$ cat config.mk
export PLATFORM = sky130hd
export DESIGN_NAME = button_gesture_mode_menu
export DESIGN_NICKNAME = d
export VERILOG_FILES = /design/src/rtl/core/bgmm_pkg.sv /design/src/rtl/core/button_gesture_mode_menu.sv
export SDC_FILE = /design/constraint.sdc
export NUM_CORES = 1
export LEC_CHECK = 0
export ABC_AREA = 1
export BUFFER_PORTS_ARGS = -buffer_cell sky130_fd_sc_hd__buf_2
export CORE_MARGIN = 2
export CORE_UTILIZATION = 50
export DETAILED_ROUTE_END_ITERATION = 12
export HOLD_SLACK_MARGIN = 0.02
export PLACE_DENSITY = 0.67
export SYNTH_ARGS = -nofsm -noshare
export SYNTH_HDL_FRONTEND = slang
export SYNTH_SLANG_ARGS = --single-unit
export TNS_END_PERCENT = 100
$ cat constraint.sdc
create_clock -name clk_i -period 12.29 [get_ports clk_i]
set_clock_uncertainty 0.15 [all_clocks]
set_input_delay 1.8435 -clock clk_i [delete_from_list [all_inputs] [get_ports clk_i]]
set_output_delay 1.8435 -clock clk_i [all_outputs]
set_load 0.05 [all_outputs]
$ cat src/rtl/core/bgmm_pkg.sv
// types, codes and reset values for the button gesture mode menu
`default_nettype none

package bgmm_pkg;

  localparam int unsigned TimeW  = 32;
  localparam int unsigned CfgW   = 16;
  localparam int unsigned CfgIdxW = 3;

  typedef enum logic [1:0] {
    FUNC_PRESS   = 2'd0,
    FUNC_RELEASE = 2'd1,
    FUNC_TICK    = 2'd2
  } func_e;

  typedef enum logic [2:0] {
    EV_NONE           = 3'd0,
    EV_SINGLE         = 3'd1,
    EV_MENU_OPEN      = 3'd2,
    EV_MENU_MOVE      = 3'd3,
    EV_MENU_TIMEOUT   = 3'd4,
    EV_CONFIRM_SAME   = 3'd5,
    EV_CONFIRM_SWITCH = 3'd6
  } event_e;

  typedef enum logic [CfgIdxW-1:0] {
    CFG_DOUBLE_CLICK_WINDOW = 3'd0,
    CFG_SHORT_CLICK         = 3'd1,
    CFG_ENTER_MENU          = 3'd2,
    CFG_CONFIRM             = 3'd3,
    CFG_MENU_TIMEOUT        = 3'd4,
    CFG_RUNNING_MODE        = 3'd5
  } cfg_idx_e;

  localparam logic [CfgW-1:0] DoubleClickWindowRst = 16'd300;
  localparam logic [CfgW-1:0] ShortClickRst        = 16'd500;
  localparam logic [CfgW-1:0] EnterMenuRst         = 16'd2000;
  localparam logic [CfgW-1:0] ConfirmRst           = 16'd1000;
  localparam logic [CfgW-1:0] MenuTimeoutRst       = 16'd5000;

  typedef struct packed {
    logic button_down;
    logic click_pending;
    logic menu_open;
    logic awaiting_release;
    logic confirm_done;
    logic chosen_mode;
  } gest_state_t;

  function automatic event_e confirm_code(input logic sel, input logic running);
    return (sel == running) ? EV_CONFIRM_SAME : EV_CONFIRM_SWITCH;
  endfunction

endpackage

`default_nettype wire

$ cat src/rtl/core/button_gesture_mode_menu.sv
// One-button gesture recognizer with a two-entry mode menu. Each accepted
// transaction (press, release or tick with a 32-bit ms timestamp) gives exactly
// one result: an event code and a mode. Single clicks are reported on a tick once
// the double-click window has run out; a second press inside the window confirms
// the other mode; a long hold opens the menu, short clicks move the selection, a
// further hold confirms and inactivity cancels. The block takes one transaction
// per clock while the result is not stalled: an input register feeds one stage
// of compare/update logic into a result register, and the next transaction is
// taken while a result waits. Configuration writes are accepted in any cycle
// but must only be issued while the block is idle.
`default_nettype none

module button_gesture_mode_menu (
  input  logic                               clk_i,
  input  logic                               rst_ni,
  input  logic                               in_valid_i,
  output logic                               in_ready_o,
  input  logic [1:0]                         func_i,
  input  logic [bgmm_pkg::TimeW-1:0]         now_ms_i,
  output logic                               out_valid_o,
  input  logic                               out_ready_i,
  output logic [2:0]                         event_res_o,
  output logic                               mode_o,
  input  logic                               cfg_valid_i,
  output logic                               cfg_ready_o,
  input  logic [bgmm_pkg::CfgIdxW-1:0]       cfg_index_i,
  input  logic [bgmm_pkg::CfgW-1:0]          cfg_data_i
);

  // configuration registers
  logic [bgmm_pkg::CfgW-1:0] dbl_win_q, short_q, enter_q, confirm_q, timeout_q;
  logic                      running_q;

  // input register
  logic                       s1_valid_q;
  logic [1:0]                 s1_func_q;
  logic [bgmm_pkg::TimeW-1:0] s1_now_q;

  // gesture state
  bgmm_pkg::gest_state_t      st_q, st_d;
  logic [bgmm_pkg::TimeW-1:0] press_q, press_d;
  logic [bgmm_pkg::TimeW-1:0] rel_q, rel_d;
  logic [bgmm_pkg::TimeW-1:0] deadline_q, deadline_d;

  // result register
  logic             out_valid_q;
  bgmm_pkg::event_e code_q, code_d;
  logic             mode_q, mode_d;

  logic s1_move;
  logic in_accept;

  logic [bgmm_pkg::TimeW-1:0] since_press, since_rel, since_deadline, new_deadline;
  logic                       dbl_hit, single_due;

  assign cfg_ready_o = 1'b1;
  assign s1_move     = s1_valid_q && (!out_valid_q || out_ready_i);
  assign in_ready_o  = !s1_valid_q || s1_move;
  assign in_accept   = in_valid_i && in_ready_o;

  assign out_valid_o = out_valid_q;
  assign event_res_o = code_q;
  assign mode_o      = mode_q;

  always_ff @(posedge clk_i or negedge rst_ni) begin
    if (!rst_ni) begin
      dbl_win_q <= bgmm_pkg::DoubleClickWindowRst;
      short_q   <= bgmm_pkg::ShortClickRst;
      enter_q   <= bgmm_pkg::EnterMenuRst;
      confirm_q <= bgmm_pkg::ConfirmRst;
      timeout_q <= bgmm_pkg::MenuTimeoutRst;
      running_q <= 1'b0;
    end else if (cfg_valid_i) begin
      case (cfg_index_i)
        bgmm_pkg::CFG_DOUBLE_CLICK_WINDOW: dbl_win_q <= cfg_data_i;
        bgmm_pkg::CFG_SHORT_CLICK:         short_q   <= cfg_data_i;
        bgmm_pkg::CFG_ENTER_MENU:          enter_q   <= cfg_data_i;
        bgmm_pkg::CFG_CONFIRM:             confirm_q <= cfg_data_i;
        bgmm_pkg::CFG_MENU_TIMEOUT:        timeout_q <= cfg_data_i;
        bgmm_pkg::CFG_RUNNING_MODE:        running_q <= cfg_data_i[0];
        default: ;
      endcase
    end
  end

  // modular time differences
  assign since_press    = s1_now_q - press_q;
  assign since_rel      = s1_now_q - rel_q;
  assign since_deadline = s1_now_q - deadline_q;
  assign new_deadline   = s1_now_q + {{(bgmm_pkg::TimeW-bgmm_pkg::CfgW){1'b0}}, timeout_q};

  assign dbl_hit = !st_q.menu_open && st_q.click_pending &&
                   (since_rel <= {{(bgmm_pkg::TimeW-bgmm_pkg::CfgW){1'b0}}, dbl_win_q});
  assign single_due = st_q.click_pending && !st_q.button_down &&
                      (since_rel >= {{(bgmm_pkg::TimeW-bgmm_pkg::CfgW){1'b0}}, dbl_win_q});

  always_comb begin
    st_d       = st_q;
    press_d    = press_q;
    rel_d      = rel_q;
    deadline_d = deadline_q;
    code_d     = bgmm_pkg::EV_NONE;
    mode_d     = 1'b0;
    case (s1_func_q)
      bgmm_pkg::FUNC_PRESS: begin
        if (!st_q.button_down) begin
          // a pending click is consumed by any press outside the menu
          st_d.click_pending = st_q.click_pending && st_q.menu_open;
          st_d.button_down   = 1'b1;
          st_d.confirm_done  = 1'b0;
          press_d            = s1_now_q;
          if (dbl_hit) begin
            mode_d = !running_q;
            code_d = bgmm_pkg::confirm_code(!running_q, running_q);
          end
        end
      end
      bgmm_pkg::FUNC_RELEASE: begin
        if (st_q.button_down) begin
          st_d.button_down = 1'b0;
          if (st_q.menu_open) begin
            if (st_q.awaiting_release) begin
              st_d.awaiting_release = 1'b0;
              deadline_d            = new_deadline;
            end else if (!st_q.confirm_done &&
                         since_press < {{(bgmm_pkg::TimeW-bgmm_pkg::CfgW){1'b0}}, short_q}) begin
              st_d.chosen_mode = !st_q.chosen_mode;
              deadline_d       = new_deadline;
              code_d           = bgmm_pkg::EV_MENU_MOVE;
              mode_d           = !st_q.chosen_mode;
            end
          end else if (since_press < {{(bgmm_pkg::TimeW-bgmm_pkg::CfgW){1'b0}}, short_q}) begin
            st_d.click_pending = 1'b1;
            rel_d              = s1_now_q;
          end else begin
            st_d.click_pending = 1'b0;
          end
        end
      end
      bgmm_pkg::FUNC_TICK: begin
        if (single_due) begin
          st_d.click_pending = 1'b0;
        end
        if (!st_q.menu_open && st_q.button_down &&
            since_press >= {{(bgmm_pkg::TimeW-bgmm_pkg::CfgW){1'b0}}, enter_q}) begin
          st_d.click_pending    = 1'b0;
          st_d.menu_open        = 1'b1;
          st_d.awaiting_release = 1'b1;
          st_d.chosen_mode      = running_q;
          deadline_d            = new_deadline;
          code_d                = bgmm_pkg::EV_MENU_OPEN;
          mode_d                = running_q;
        end else if (st_q.menu_open && !st_q.awaiting_release && st_q.button_down &&
                     !st_q.confirm_done &&
                     since_press >= {{(bgmm_pkg::TimeW-bgmm_pkg::CfgW){1'b0}}, confirm_q}) begin
          st_d.confirm_done = 1'b1;
          st_d.menu_open    = 1'b0;
          mode_d            = st_q.chosen_mode;
          code_d            = bgmm_pkg::confirm_code(st_q.chosen_mode, running_q);
        end else if (st_q.menu_open && !since_deadline[bgmm_pkg::TimeW-1]) begin
          // deadline reached when the modular difference is non-negative
          st_d.menu_open        = 1'b0;
          st_d.awaiting_release = 1'b0;
          code_d                = bgmm_pkg::EV_MENU_TIMEOUT;
        end else if (single_due) begin
          code_d = bgmm_pkg::EV_SINGLE;
        end
      end
      default: ;
    endcase
  end

  always_ff @(posedge clk_i or negedge rst_ni) begin
    if (!rst_ni) begin
      s1_valid_q  <= 1'b0;
      out_valid_q <= 1'b0;
      st_q        <= '0;
    end else begin
      if (in_accept) begin
        s1_valid_q <= 1'b1;
      end else if (s1_move) begin
        s1_valid_q <= 1'b0;
      end
      if (s1_move) begin
        out_valid_q <= 1'b1;
        st_q        <= st_d;
      end else if (out_ready_i) begin
        out_valid_q <= 1'b0;
      end
    end
  end

  // payload registers
  always_ff @(posedge clk_i) begin
    if (in_accept) begin
      s1_func_q <= func_i;
      s1_now_q  <= now_ms_i;
    end
    if (s1_move) begin
      press_q    <= press_d;
      rel_q      <= rel_d;
      deadline_q <= deadline_d;
      code_q     <= code_d;
      mode_q     <= mode_d;
    end
  end

endmodule

`default_nettype wire

# After elaboration in Yosys (flattened, before gate mapping)
# Cells that the tools add are included.
# totals
latchBits	0
output_inout_bits	7
inputBits	58
ram_bits	0
n_memories	0
ff_bits	223
mem_bits_ro	0
wordCells	161
# classes
multipliers	0
n_addsub	4
shifts	0
reduce_logical	50
div	0
n_lt_le_gt_ge	5
n_mux	57
eq_ne	22
bitwise_logic	2
# ops
cell	n
$mux W32	5
$ge A32 B16 Y1	3
$sub A32 B32 Y32	3
$pmux W32 S2	1
$add A32 B16 Y32	1
$le A32 B16 Y1	1
$lt A32 B16 Y1	1
$mux W1	31
$ne A2 B2 Y1 const B	9
$reduce_and A6 Y1	3
$mux W2	8
$logic_and A1 B1 Y1	15
$mux W3	5
$reduce_and A2 Y1	7
$ne A3 B3 Y1 const B	4
$reduce_and A5 Y1	2
$reduce_bool A2 Y1	5
$logic_not A1 Y1	9
$pmux W3 S3	1
$pmux W1 S2	4
$reduce_and A7 Y1	1
$eq A3 B2 Y1 const B	2
$eq A3 B3 Y1 const B	2
$pmux W1 S3	2
other kinds (10)	15

# Logic depth before layout (Yosys ltp)
# depth
word_depth	8
ltp_mapped	24
mapped_depth_nobuf	24

# Worst setup path after synthesis
# OpenSTA, ideal clock, no wires.
# synth_path
path_type	reg2reg
startpoint	reg s1_now_q[0] in the netlist's numbering
endpoint	reg rel_q[0] in the netlist's numbering, enable pin
arrival_ps	4734
required_ps	11679
synth_period_minus_slack_ps	5345
setup_slack_ps	6945
setup_ps	461
n_path_buf	0
path_stages_with_launch	20
cell_sequence	edfxtp_1 -> inv_1 -> ha_1 -> fa_1 -> inv_1 -> nand3_1 -> nand2_2 -> nand2_1 -> nand2_1 -> xor2_1 -> ha_1 -> nand2_1 -> inv_1 -> nand4_1 -> o211ai_1 -> nand4_1 -> nand2_1 -> nand2_1 -> nand2_1 -> nor3_1
# synth_via
elab_chain_cells	3
# synth_rtl
item	line_no	text
start: declaration	button_gesture_mode_menu.sv:37	logic [bgmm_pkg::TimeW-1:0] s1_now_q;
start signal: assignment	button_gesture_mode_menu.sv:197	s1_now_q <= now_ms_i;
$sub A32 B32 Y32	button_gesture_mode_menu.sv:87	assign since_press = s1_now_q - press_q;
$lt A32 B16 Y1	button_gesture_mode_menu.sv:132	end else if (since_press < {{(bgmm_pkg::TimeW-bgmm_pkg::CfgW){1'b0}}, short_q}) begin
$reduce_and A5 Y1 (no line)	n/a	
end signal: assignment	button_gesture_mode_menu.sv:201	rel_q <= rel_d;
end: declaration	button_gesture_mode_menu.sv:42	logic [bgmm_pkg::TimeW-1:0] rel_q, rel_d;
# No other way between the ends.
# A chain may end at the register's enable or synchronous reset.

# Final worst setup path
# layout_path
startpoint	reg s1_now_q[1] in the netlist's numbering
endpoint	reg deadline_q[25] in the netlist's numbering, enable pin
# layout_via
elab_chain_cells	5
elab_cells_between_ends	8
cone_classes	1 x add/sub; 2 x order compare; 2 x eq/ne; 3 x reduce/logical
# layout_rtl
item	line_no	text
$sub A32 B32 Y32 (*)	button_gesture_mode_menu.sv:87	
$lt A32 B16 Y1 or $ge A32 B16 Y1 (tied branches)	button_gesture_mode_menu.sv:126, button_gesture_mode_menu.sv:145	
$logic_and A1 B1 Y1, on equally long branches	button_gesture_mode_menu.sv:125, button_gesture_mode_menu.sv:144	
$ne A3 B3 Y1 (no line) or $ne A2 B2 Y1 (tied branches)	n/a	
$reduce_and A6 Y1 (no line) (*)	n/a	
end signal: assignment	button_gesture_mode_menu.sv:202	deadline_q <= deadline_d;
end: declaration	button_gesture_mode_menu.sv:43	logic [bgmm_pkg::TimeW-1:0] deadline_q, deadline_d;
# Mark *: on every way between the ends. The rest lies on a longest branch, timed or not.

==> impl_metrics.json <==
{
  "yosys.cell_count.top_type": "nand2_1",
  "synthSimpleGateAreaFrac_pct": 25.69,
  "yosys_warnings": 0,
  "synth.top_cell.area_share_pct": 24.47,
  "crit_chain": "inv_1, fa_1, inv_1, nand3_1, nand2_2, nand2_1, nand2_1, nand2_1, nand2_2, xor2_1, ha_1, a31oi_1, nand2_1, inv_1, nand2_1, nor2_4, nand2_2, a21oi_4",
  "first_global_vias": 13650,
  "cp_data_required_time_ps": 12310,
  "maxCapViolCount": 0,
  "clock-sinks": 223,
  "layout-drive-gt1-share_pct": 8.516,
  "cts_made_buffers": 27,
  "insertedDiodeCount": 0,
  "avgRoutedWirePerCell_um": 16.61,
  "synth.area.top_cells": "edfxtp_1 (24%), nand2_1 (15%), ha_1 (13%), inv_1 (10%), dfrtp_1 (9.4%)",
  "synth_top_area_cell": "edfxtp_1",
  "synthMuxAreaShare_pct": 0,
  "syn_avg_cell_area_um2": 7.546,
  "die_width_um": 185.3,
  "wl_mm": 45.18,
  "drc": 0,
  "setup_slack_ps": 7539,
  "min_period_over_period_pct": 38.66,
  "num_rows": 66,
  "overflow": 0,
  "die-area_mm2": 0.03435,
  "track_usage_pct": 26.77,
  "vias_per_cell": 5.201,
  "gp_congestion": 1.004,
  "area_delta_synth_final_pct": 10.40,
  "clockBufferDepth": 3,
  "drv_slew": 0,
  "leakage_nw": 9.415,
  "synth_compound_area_share_pct": 8.371,
  "dp_hpwl_mm": 35.95,
  "cts_setup_buffers": 0,
  "synth_nets": 2415,
  "reg2reg_slack_ps": 7540,
  "yosys-top-cells-count": "nand2_1 (638), inv_1 (437), ha_1 (175)",
  "synth_seq_area_share_pct": 38.22,
  "dr.pass1.iters": 6,
  "hold_class": "register to register",
  "syn_inst": 2179,
  "crit_type": "register to register",
  "io_pins": 65,
  "period_minus_slack_ps": 4751,
  "critPathTopFamily": "simple AND/OR/NAND/NOR gates",
  "grt_start_max_net_pins": 53,
  "dpl.cell_count": 2672,
  "relSlewSlack_pct": 25.23,
  "clk_pin_slew_worst_paths_ps": 60,
  "clk_latency_ps": 560,
  "path_common_cell": "nand2_1",
  "pre_cts_ws_ps": 7584,
  "peakVddDrop_mv": 0.09968,
  "htree_levels": 1,
  "synth_top_family_by_area": "simple AND/OR/NAND/NOR gates",
  "drt-initial-drc-count": 856,
  "worst-slew-pin-transition_ps": 1119,
  "crit_fanout": 32,
  "grt_first_pass_wirelength_mm": 70.86,
  "start_util_pct": 50.66,
  "holdBufCountCts": 0,
  "end_kind": "register",
  "synthAdderAreaFrac_pct": 13.68,
  "cp.arrival_ps": 4770,
  "rsz0062_at_grt": "false",
  "setup_viol": 0,
  "max_freq_mhz": 210.5,
  "coreArea_mm2": 0.03245,
  "power_density_mw_per_mm2": 135.7,
  "cts_tree": "built",
  "stdcell_count": 2720,
  "start_kind": "register",
  "syn_area_mm2": 0.01644,
  "antenna_left": 0,
  "synth_cell_types": 52,
  "antenna_found_initial": 0,
  "slowest_stage": "a21oi_4",
  "synth_edf_count": 134,
  "die_h_um": 185.3,
  "final_hold_viol_count": 0,
  "vias": 14150,
  "path_buf_inv": 3,
  "synth_xor_area_share_pct": 3.356,
  "cts_resized": 0,
  "outcome": "completed",
  "synth-main-ff-cell": "edfxtp_1",
  "ys_async_sr_fraction_pct": 39.91,
  "clockRootBuffer": "clkbuf_16",
  "nets": 2495,
  "portBuffers": 63,
  "synth-seq-cells": 223,
  "critPathMaxStageDelay_ps": 820,
  "fin_tns_setup_ps": 0
}
-- state kept, by name, indices dropped and copies added, names as in the netlist --
| register | flops |
|---|---|
| short_q | 16 |
| s1_func_q | 2 |
| event_res_o | 3 |
| mode_o | 1 |
| enter_q | 16 |
| rel_q | 32 |
| deadline_q | 32 |
| confirm_q | 16 |
| s1_now_q | 32 |
| running_q | 1 |
| out_valid_o | 1 |
| dbl_win_q | 16 |
| timeout_q | 16 |
| st_q | 6 |
| press_q | 32 |
| s1_valid_q | 1 |
-- worst paths after layout --
| kind | from | end | depth (start not counted) |
|---|---|---|---|
| worst max-delay path | s1_now_q[1] | deadline_q[25] | 18 |
| worst min-delay path | dbl_win_q[7] | dbl_win_q[7] | 2 |
| worst max register to register | s1_now_q[1] | deadline_q[25] | 18 |
| worst min register to register | dbl_win_q[7] | dbl_win_q[7] | 2 |
| max in group asynchronous | rst_ni | short_q[11] | 2 |
| min in group asynchronous | rst_ni | dbl_win_q[6] | 1 |
-- where the power goes --
group / internal, W / switching [W]
clock: 0.000465 / 0.000320
combinational: 0.000249 / 0.000452
sequential: 0.000910 / 0.0000667
total: 0.00162 / 0.000839
-- per-stage QoR --
stage,util [%],hold WS [ps],area [µm²],power [W]
4_1_cts,55.93,337.9,18150,0.002474
3_3_place_gp,53.32,317.9,17300,0.001666
3_5_place_dp,53.32,323.5,17300,0.001685
2_1_floorplan,-,293.0,16440,0.001481
5_1_grt,55.93,351.2,18150,0.002616
6_report,55.93,336.4,18150,0.002464
-- placed cells by master (no fill, tap or decap), types with 9 or more instances in the layout --
| master | count |
|---|---|
| o21ai_0 | 106 |
| and2_1 | 9 |
| ha_1 | 175 |
| nand3b_1 | 11 |
| nor2_2 | 9 |
| dfstp_2 | 27 |
| edfxtp_1 | 134 |
| clkbuf_16 | 27 |
| inv_2 | 9 |
| nand2_1 | 638 |
| nor3_1 | 25 |
| dfrtp_1 | 62 |
| inv_1 | 436 |
| a21oi_1 | 114 |
| xor2_1 | 47 |
| xnor2_1 | 16 |
| buf_2 | 62 |
| nor2_1 | 127 |
| nand3_1 | 100 |
| nand4_1 | 27 |
| nand2_2 | 22 |
-- kinds of logic after synthesis --
logic type,count (synthesis)
simple gates,992
buf+inv,465
compound gates,257
flops,223
fa+ha+maj,178
xor+xnor,63
other cells,1
-- tightest hold or removal path, delay by kind of cell (launching register included) --
kind | cells | cell delay, ps
and+or+nand+nor | 1 | 50
DFF | 1 | 340
AOI/OAI and AO/OA | 1 | 60
-- area by class of cell --
class,instances,area (µm²)
repair buffers,70,370.4
multi-input cells,1491,8422
fillers,3060,14300
flip-flops and latches,223,6285
clock buffers,35,705.7
clock inverters,13,142.6
inverters,446,1674
well taps,442,553.0
-- metal layers --
layer / wire length [µm] / up-vias / global-route usage, %
met2: 20870 / 336 / 44.94
met5: 0 / - / 0
li1: - / 7109 / -
met4: 1588 / 0 / 9.048
met3: 1933 / 85 / 2.812
met1: 20790 / 6617 / 36.03
Note: power is estimated with default switching activity, not from simulation.
